`src/rtl/core/htab_pkg.sv`:
```
`default_nettype none
package htab_pkg;

    localparam int NUM_HANDLES = 64;
    localparam int IDX_W       = (NUM_HANDLES > 1) ? $clog2(NUM_HANDLES) : 1;
    localparam int HANDLE_W    = 8;
    localparam int REF_W       = 64;
    localparam int REQ_W       = 2;

    // lowest-free search: groups of GROUP_W bits, then a pick over the groups
    localparam int GROUP_W     = 8;
    localparam int GIDX_W      = $clog2(GROUP_W);
    localparam int NUM_GROUPS  = (NUM_HANDLES + GROUP_W - 1) / GROUP_W;
    localparam int PAD_W       = NUM_GROUPS * GROUP_W;

    localparam int S_DATA_W    = 72;   // handle, obj_ref
    localparam int M_DATA_W    = 80;   // status, handle_out, obj_out, pad

    localparam logic [HANDLE_W-1:0] FAIL_HANDLE = '1;
    localparam logic                ST_OK       = 1'b0;
    localparam logic                ST_FAIL     = 1'b1;

    typedef enum logic [REQ_W-1:0] {
        REQ_FIND = 2'd0,
        REQ_ADD  = 2'd1,
        REQ_DEL  = 2'd2,
        REQ_GET  = 2'd3
    } req_t;

    typedef enum logic [1:0] {
        ST_IDLE,
        ST_SCAN,
        ST_EXEC
    } state_t;

    typedef struct packed {
        logic load_in;
        logic scan;
        logic exec;
    } dp_cmd_t;

    typedef struct packed {
        logic out_free;
    } dp_stat_t;

endpackage
`default_nettype wire

```
`src/rtl/core/handle_table_allocator.sv`:
```
`default_nettype none
// Handle table of htab_pkg::NUM_HANDLES slots mapping small handles to 64-bit
// object references. Requests (tuser): find lowest free slot, add a reference
// in the lowest free slot, delete a handle, get a handle's reference. Each
// word gives one result word; failure (table full, handle out of range or
// slot empty) returns status 1 and handle -1. Adding a null reference reports
// the free handle but leaves the slot empty. One request is in work at a
// time: accept, then the grouped lowest-free search and the registered
// table read, then resolve and write the output register once it is free.
// The next request is accepted while a result still waits in the output
// register. Occupancy is cleared at reset.
module handle_table_allocator (
    input  wire logic                            clk,
    input  wire logic                            rst_n,
    input  wire logic                            s_tvalid,
    output logic                                 s_tready,
    // [7:0] handle, [71:8] obj_ref
    input  wire logic [htab_pkg::S_DATA_W-1:0]   s_tdata,
    // [1:0] req_type
    input  wire logic [htab_pkg::REQ_W-1:0]      s_tuser,
    output logic                                 m_tvalid,
    input  wire logic                            m_tready,
    // [0] status, [8:1] handle_out, [72:9] obj_out, [79:73] zero
    output logic [htab_pkg::M_DATA_W-1:0]        m_tdata
);
    import htab_pkg::*;

    dp_cmd_t  cmd;
    dp_stat_t stat;

    htab_ctrl u_ctrl (
        .clk      (clk),
        .rst_n    (rst_n),
        .s_tvalid (s_tvalid),
        .s_tready (s_tready),
        .stat     (stat),
        .cmd      (cmd)
    );

    htab_datapath u_dp (
        .clk      (clk),
        .rst_n    (rst_n),
        .cmd      (cmd),
        .stat     (stat),
        .s_tdata  (s_tdata),
        .s_tuser  (s_tuser),
        .m_tvalid (m_tvalid),
        .m_tready (m_tready),
        .m_tdata  (m_tdata)
    );

endmodule
`default_nettype wire

```
`src/rtl/core/htab_ctrl.sv`:
```
`default_nettype none
module htab_ctrl (
    input  wire logic               clk,
    input  wire logic               rst_n,
    input  wire logic               s_tvalid,
    output logic                    s_tready,
    input  wire htab_pkg::dp_stat_t stat,
    output htab_pkg::dp_cmd_t       cmd
);
    import htab_pkg::*;

    state_t state_reg;
    state_t state_next;

    always_ff @(posedge clk or negedge rst_n)
    begin
        if (!rst_n)
        begin
            state_reg <= ST_IDLE;
        end
        else
        begin
            state_reg <= state_next;
        end
    end

    always_comb
    begin
        state_next = state_reg;
        unique case (state_reg)
            ST_IDLE:
            begin
                if (s_tvalid)
                begin
                    state_next = ST_SCAN;
                end
            end
            ST_SCAN:
            begin
                state_next = ST_EXEC;
            end
            ST_EXEC:
            begin
                if (stat.out_free)
                begin
                    state_next = ST_IDLE;
                end
            end
            default:
            begin
                state_next = ST_IDLE;
            end
        endcase
    end

    always_comb
    begin
        s_tready    = 1'b0;
        cmd.load_in = 1'b0;
        cmd.scan    = 1'b0;
        cmd.exec    = 1'b0;
        unique case (state_reg)
            ST_IDLE:
            begin
                s_tready    = 1'b1;
                cmd.load_in = s_tvalid;
            end
            ST_SCAN:
            begin
                cmd.scan = 1'b1;
            end
            ST_EXEC:
            begin
                cmd.exec = stat.out_free;
            end
            default:
            begin
                s_tready = 1'b0;
            end
        endcase
    end

endmodule
`default_nettype wire

```
`src/rtl/core/htab_datapath.sv`:
```
`default_nettype none
module htab_datapath (
    input  wire logic                            clk,
    input  wire logic                            rst_n,
    input  wire htab_pkg::dp_cmd_t               cmd,
    output htab_pkg::dp_stat_t                   stat,
    input  wire logic [htab_pkg::S_DATA_W-1:0]   s_tdata,
    input  wire logic [htab_pkg::REQ_W-1:0]      s_tuser,
    output logic                                 m_tvalid,
    input  wire logic                            m_tready,
    output logic [htab_pkg::M_DATA_W-1:0]        m_tdata
);
    import htab_pkg::*;

    // request latch
    req_t                req_reg;
    logic [HANDLE_W-1:0] handle_reg;
    logic [REF_W-1:0]    ref_reg;

    // occupancy and reference store
    logic [NUM_HANDLES-1:0] valid_reg;
    logic [NUM_HANDLES-1:0] valid_next;
    logic [REF_W-1:0]       slot_ref [NUM_HANDLES];
    logic [REF_W-1:0]       rd_data_reg;

    // first search stage
    logic [NUM_GROUPS-1:0] grp_free_reg;
    logic [NUM_GROUPS-1:0] grp_free_next;
    logic [GIDX_W-1:0]     grp_idx_reg  [NUM_GROUPS];
    logic [GIDX_W-1:0]     grp_idx_next [NUM_GROUPS];
    logic [PAD_W-1:0]      valid_pad;

    // result
    logic                  out_valid_reg;
    logic                  status_reg;
    logic [HANDLE_W-1:0]   hout_reg;
    logic [REF_W-1:0]      obj_reg;

    logic                  free_found;
    logic [HANDLE_W-1:0]   free_handle;
    logic [IDX_W-1:0]      free_idx;
    logic                  in_range;
    logic [IDX_W-1:0]      h_idx;
    logic                  h_valid;
    logic                  res_status;
    logic [HANDLE_W-1:0]   res_handle;
    logic [REF_W-1:0]      res_obj;
    logic                  do_write;

    always_ff @(posedge clk)
    begin
        if (cmd.load_in)
        begin
            req_reg    <= req_t'(s_tuser);
            handle_reg <= s_tdata[HANDLE_W-1:0];
            ref_reg    <= s_tdata[HANDLE_W +: REF_W];
        end
    end

    // pad slots past the table as occupied so they are never picked
    always_comb
    begin
        valid_pad                  = '1;
        valid_pad[NUM_HANDLES-1:0] = valid_reg;
    end

    always_comb
    begin
        for (int g = 0; g < NUM_GROUPS; g++)
        begin
            grp_free_next[g] = 1'b0;
            grp_idx_next[g]  = '0;
            for (int b = GROUP_W - 1; b >= 0; b--)
            begin
                if (!valid_pad[g*GROUP_W + b])
                begin
                    grp_free_next[g] = 1'b1;
                    grp_idx_next[g]  = GIDX_W'(b);
                end
            end
        end
    end

    assign in_range = (handle_reg < HANDLE_W'(NUM_HANDLES));
    assign h_idx    = handle_reg[IDX_W-1:0];

    always_ff @(posedge clk)
    begin
        if (cmd.scan)
        begin
            grp_free_reg <= grp_free_next;
            for (int g = 0; g < NUM_GROUPS; g++)
            begin
                grp_idx_reg[g] <= grp_idx_next[g];
            end
            rd_data_reg <= slot_ref[h_idx];
        end
    end

    always_comb
    begin
        free_found  = 1'b0;
        free_handle = '0;
        for (int g = NUM_GROUPS - 1; g >= 0; g--)
        begin
            if (grp_free_reg[g])
            begin
                free_found  = 1'b1;
                free_handle = HANDLE_W'(g*GROUP_W) + HANDLE_W'(grp_idx_reg[g]);
            end
        end
    end

    assign free_idx = free_handle[IDX_W-1:0];
    assign h_valid  = in_range && valid_reg[h_idx];

    always_comb
    begin
        res_status = ST_FAIL;
        res_handle = FAIL_HANDLE;
        res_obj    = '0;
        do_write   = 1'b0;
        valid_next = valid_reg;
        unique case (req_reg)
            REQ_FIND:
            begin
                if (free_found)
                begin
                    res_status = ST_OK;
                    res_handle = free_handle;
                end
            end
            REQ_ADD:
            begin
                if (free_found)
                begin
                    res_status = ST_OK;
                    res_handle = free_handle;
                    // a null reference leaves the slot empty
                    if (ref_reg != '0)
                    begin
                        do_write             = 1'b1;
                        valid_next[free_idx] = 1'b1;
                    end
                end
            end
            REQ_DEL:
            begin
                if (h_valid)
                begin
                    res_status        = ST_OK;
                    res_handle        = handle_reg;
                    valid_next[h_idx] = 1'b0;
                end
            end
            REQ_GET:
            begin
                if (h_valid)
                begin
                    res_status = ST_OK;
                    res_handle = handle_reg;
                    res_obj    = rd_data_reg;
                end
            end
            default:
            begin
                res_status = ST_FAIL;
            end
        endcase
    end

    always_ff @(posedge clk or negedge rst_n)
    begin
        if (!rst_n)
        begin
            valid_reg <= '0;
        end
        else if (cmd.exec)
        begin
            valid_reg <= valid_next;
        end
    end

    always_ff @(posedge clk)
    begin
        if (cmd.exec && do_write)
        begin
            slot_ref[free_idx] <= ref_reg;
        end
    end

    always_ff @(posedge clk or negedge rst_n)
    begin
        if (!rst_n)
        begin
            out_valid_reg <= 1'b0;
        end
        else if (cmd.exec)
        begin
            out_valid_reg <= 1'b1;
        end
        else if (m_tready)
        begin
            out_valid_reg <= 1'b0;
        end
    end

    always_ff @(posedge clk)
    begin
        if (cmd.exec)
        begin
            status_reg <= res_status;
            hout_reg   <= res_handle;
            obj_reg    <= res_obj;
        end
    end

    assign stat.out_free = !out_valid_reg || m_tready;
    assign m_tvalid      = out_valid_reg;
    assign m_tdata       = {{(M_DATA_W - 1 - HANDLE_W - REF_W){1'b0}},
                            obj_reg, hout_reg, status_reg};

endmodule
`default_nettype wire

```
`config.mk`:
```
export PLATFORM = sky130hd
export DESIGN_NAME = handle_table_allocator
export DESIGN_NICKNAME = d
export VERILOG_FILES = /design/src/rtl/core/htab_pkg.sv /design/src/rtl/core/handle_table_allocator.sv /design/src/rtl/core/htab_ctrl.sv /design/src/rtl/core/htab_datapath.sv
export SDC_FILE = /design/constraint.sdc
export NUM_CORES = 2
export LEC_CHECK = 0
export BUFFER_PORTS_ARGS = -buffer_cell sky130_fd_sc_hd__buf_2
export CAP_MARGIN = 0
export CELL_PAD_IN_SITES_DETAIL_PLACEMENT = 1
export CELL_PAD_IN_SITES_GLOBAL_PLACEMENT = 1
export CORE_MARGIN = 2
export CORE_UTILIZATION = 35
export DETAILED_ROUTE_END_ITERATION = 12
export HOLD_SLACK_MARGIN = 0.08
export MAX_ROUTING_LAYER = met4
export PLACE_DENSITY_LB_ADDON = 0.25
export SYNTH_ARGS = -nofsm -noshare
export SYNTH_HDL_FRONTEND = slang
export SYNTH_MEMORY_MAX_BITS = 65536
export SYNTH_SLANG_ARGS = --single-unit
```
`constraint.sdc`:
```
create_clock -name clk -period 14.9 [get_ports clk]
set_input_delay 0 -clock clk [delete_from_list [all_inputs] [get_ports clk]]
set_output_delay 0 -clock clk [all_outputs]
set_load 0.01 [all_outputs]
```
==> flow_summary.toml <==
[outcome]
outcome = "finished clean"

[global_route]
first_global_vias = 93390
grt_pass1_wl_um = 823700
grt_start_max_net_pins = 105
antenna_found_initial = 64
grt_use_total_pct = 26.50
grt-ovfl-total = 0

[worst_setup_path]
worstPathArrival_ns = 6.86
cpPeakStageDelay_ns = 1.06
endpoint_kind = "flop"
r2r_slack_ns = 8.65
required_ns = 15.50
start_kind = "flop"
crit_slowest_cell = "nor2_4"
cp_cell_sequence = "and2b_1 -> a221oi_1 -> a22o_1 -> and3_1 -> nand2_1 -> nor2_4 -> buf_4 -> buf_4"
crit_type = "flop to flop"
path_max_fanout = 27
crit_top_cell = "buf_4"

[clock_network]
clk_latency_ns = 1.00
numCtsBuffers = 441
htreeDepth = 5
root_buffer = "clkbuf_16"
clk_path_buf_depth = 4
hold_buffers = 153
cts_sinks = 4406
path_clk_slew_ns = 0.06
cts_tree = "yes"
cts_setup_buffers = 0
ctsResizeCount = 0

[cells_and_area]
fin_nets = 9027
syn2layout_area_growth_pct = 15.50
drive_above_1_share_pct = 13.23
top_register = "u_dp.slot_ref"
stdcell_count = 15320
largest_reg_flops = 4096

[timing]
finalSetupTns_ns = 0
drv_slew = 0
rsz0062_at_grt = "no"
worst_slew_pin_slew_ns = 1.349
hold_viol = 0
fmax_ghz = 0.1599
relSlewSlack_pct = 9.552
finalCritPeriodShare_pct = 41.97
setup_viol_count_final = 0
clock_skew_ns = 0.04378
layout_min_cycle_time_ns = 6.253

[drt]
drt-pass1-iter-count = 6
via_per_inst = 6.274
ant_nets = 0
drtIter0Drc = 15460
post_drt_wl_per_cell_um = 40.01
totalWireLength_um = 613000
num_vias = 96120
drcViolationCount = 0

[die]
die_x_um = 679.0
rows = 247
dieHeight_um = 679.0
die_area_um2 = 461000
ios = 160
initial_core_util_pct = 35.19
core_area_um2 = 453100

[place]
dp_hpwl_um = 320800
dp_cells = 14330
port_buffers = 152
routabilityCongestion = 0.8397

[pwr]
pwr_density_cell_nw_per_um2 = 151.0
ir_drop_v = 0.00009683
power_leakage_uw = 0.05547

[logic_synthesis]
synth_edf_count = 4339
ys_ff_latch = 4406
yosys.area.top_type_share_pct = 81.72
syn_avg_cell_area_um2 = 18.94
ys_top_cells_by_area = "edfxtp_1, a22oi_1, a221oi_1"
synthDistinctLibCells = 72
yosys_warnings = 0
netlist_area_um2 = 159400
syn_inst = 8419
synth_top_area_cell = "edfxtp_1"
synth-seq-area-share_pct = 82.77
async_reset_ff_share_pct = 1.521
synth_flop_cell = "edfxtp_1"

[hold_path]
min_path_type = "input pin to flop"

[job]
cap_violations = 0
layout make-up:
class                   count  area (µm²)
fillers                 43480      268900
flip-flops and latches   4406      132000
multi-input cells        3413       25310
clock buffers             542       11570
well taps                5976        7477
repair buffers            658        5142
clock inverters           257        2484
inverters                  29       108.9
diodes                     39       97.59
critical path: cells and delay by family, from the launching register on:
kind | cells | cell delay, ns
DFF | 1 | 0.62
and+or+nand+nor | 4 | 2.82
buffers and inverters | 2 | 1.51
AOI/OAI and AO/OA | 2 | 0.79
cell usage after synthesis, types with 68 or more instances:
master	count
nand3_1	70
buf_2	255
nor2_1	77
a22oi_1	1650
a31oi_1	223
a21oi_1	177
a221oi_1	206
buf_1	94
nand4_1	206
a22o_1	206
clkbuf_1	197
and2_1	68
edfxtp_1	4339
a41oi_1	181
nand2_1	86
final timing paths:
| path | start | end | cells after the start |
|---|---|---|---|
| setup / recovery | u_dp.grp_free_reg[0]$_SDFFCE_PN1N_ | u_dp.slot_ref[17][34]$_DFFE_PP_ | 8 |
| hold / removal | s_tdata[25] | u_dp.ref_reg[17]$_DFFE_PP_ | 2 |
| setup reg to reg | u_dp.grp_free_reg[0]$_SDFFCE_PN1N_ | u_dp.slot_ref[17][34]$_DFFE_PP_ | 8 |
| hold reg to reg | u_dp.rd_data_reg[10]$_DFFE_PN_ | u_dp.obj_reg[10]$_SDFFCE_PN0P_ | 1 |
| max in group asynchronous | rst_n | u_dp.valid_pad[24]$_DFFE_PN0P_ | 4 |
| min in group asynchronous | rst_n | u_ctrl.state_reg[0]$_DFFE_PN0P_ | 4 |
per-stage QoR:
stage               hold WS [ns]  cell area, µm²  total power [µW]  utilization (%)  setup WS, ns
floorplan                -0.2956          159500             15650                -         4.449
CTS                       0.1249          184100             27870            40.63         8.705
global placement          0.1825          168500             16860            37.19         8.800
detailed placement        0.1802          168500             16910            37.19         8.751
finish                    0.2474          184200             27810            40.65         8.647
global route              0.1674          184100             28420            40.64         8.486
kinds of logic (layout without fill, tap and decap cells):
logic type	Yosys count	in the layout	synth area share, %
AND/OR/NAND/NOR	621	621	2.210
AO/OA/AOI/OAI	2760	2760	13.06
other	1	46	0.002352
multiplexers	25	25	0.2370
buffers and inverters	606	1486	1.724
flip-flops	4406	4406	82.77
per-layer routing:
layer | GRT usage, % | vias up | part of all wire, %
met5 | - | - | 0
met4 | 7.207 | 0 | 2.8
met3 | 4.215 | 914 | 9.4
met2 | 40.55 | 5927 | 46
met1 | 36.86 | 52150 | 41
li1 | - | 37130 | -
layout by cell type, fill, tap and decap left out, types with 76 or more instances in the layout:
cell type,n
edfxtp_1,4339
nand4_1,206
clkinv_2,76
buf_4,337
buf_2,152
a221oi_1,206
a22oi_1,1650
a22o_1,206
nand2_1,86
dlygate4sd3_1,153
clkinv_1,101
clkbuf_1,92
clkbuf_16,447
a41oi_1,181
a31oi_1,223
a21oi_1,177
power by group:
part | total, µW | internal, µW | switching, µW
Sequential | 14200 | 14100 | 106
Combinational | 2530 | 562 | 1970
Clock | 11100 | 6280 | 4810
Note: power is estimated with default switching activity, not from simulation.
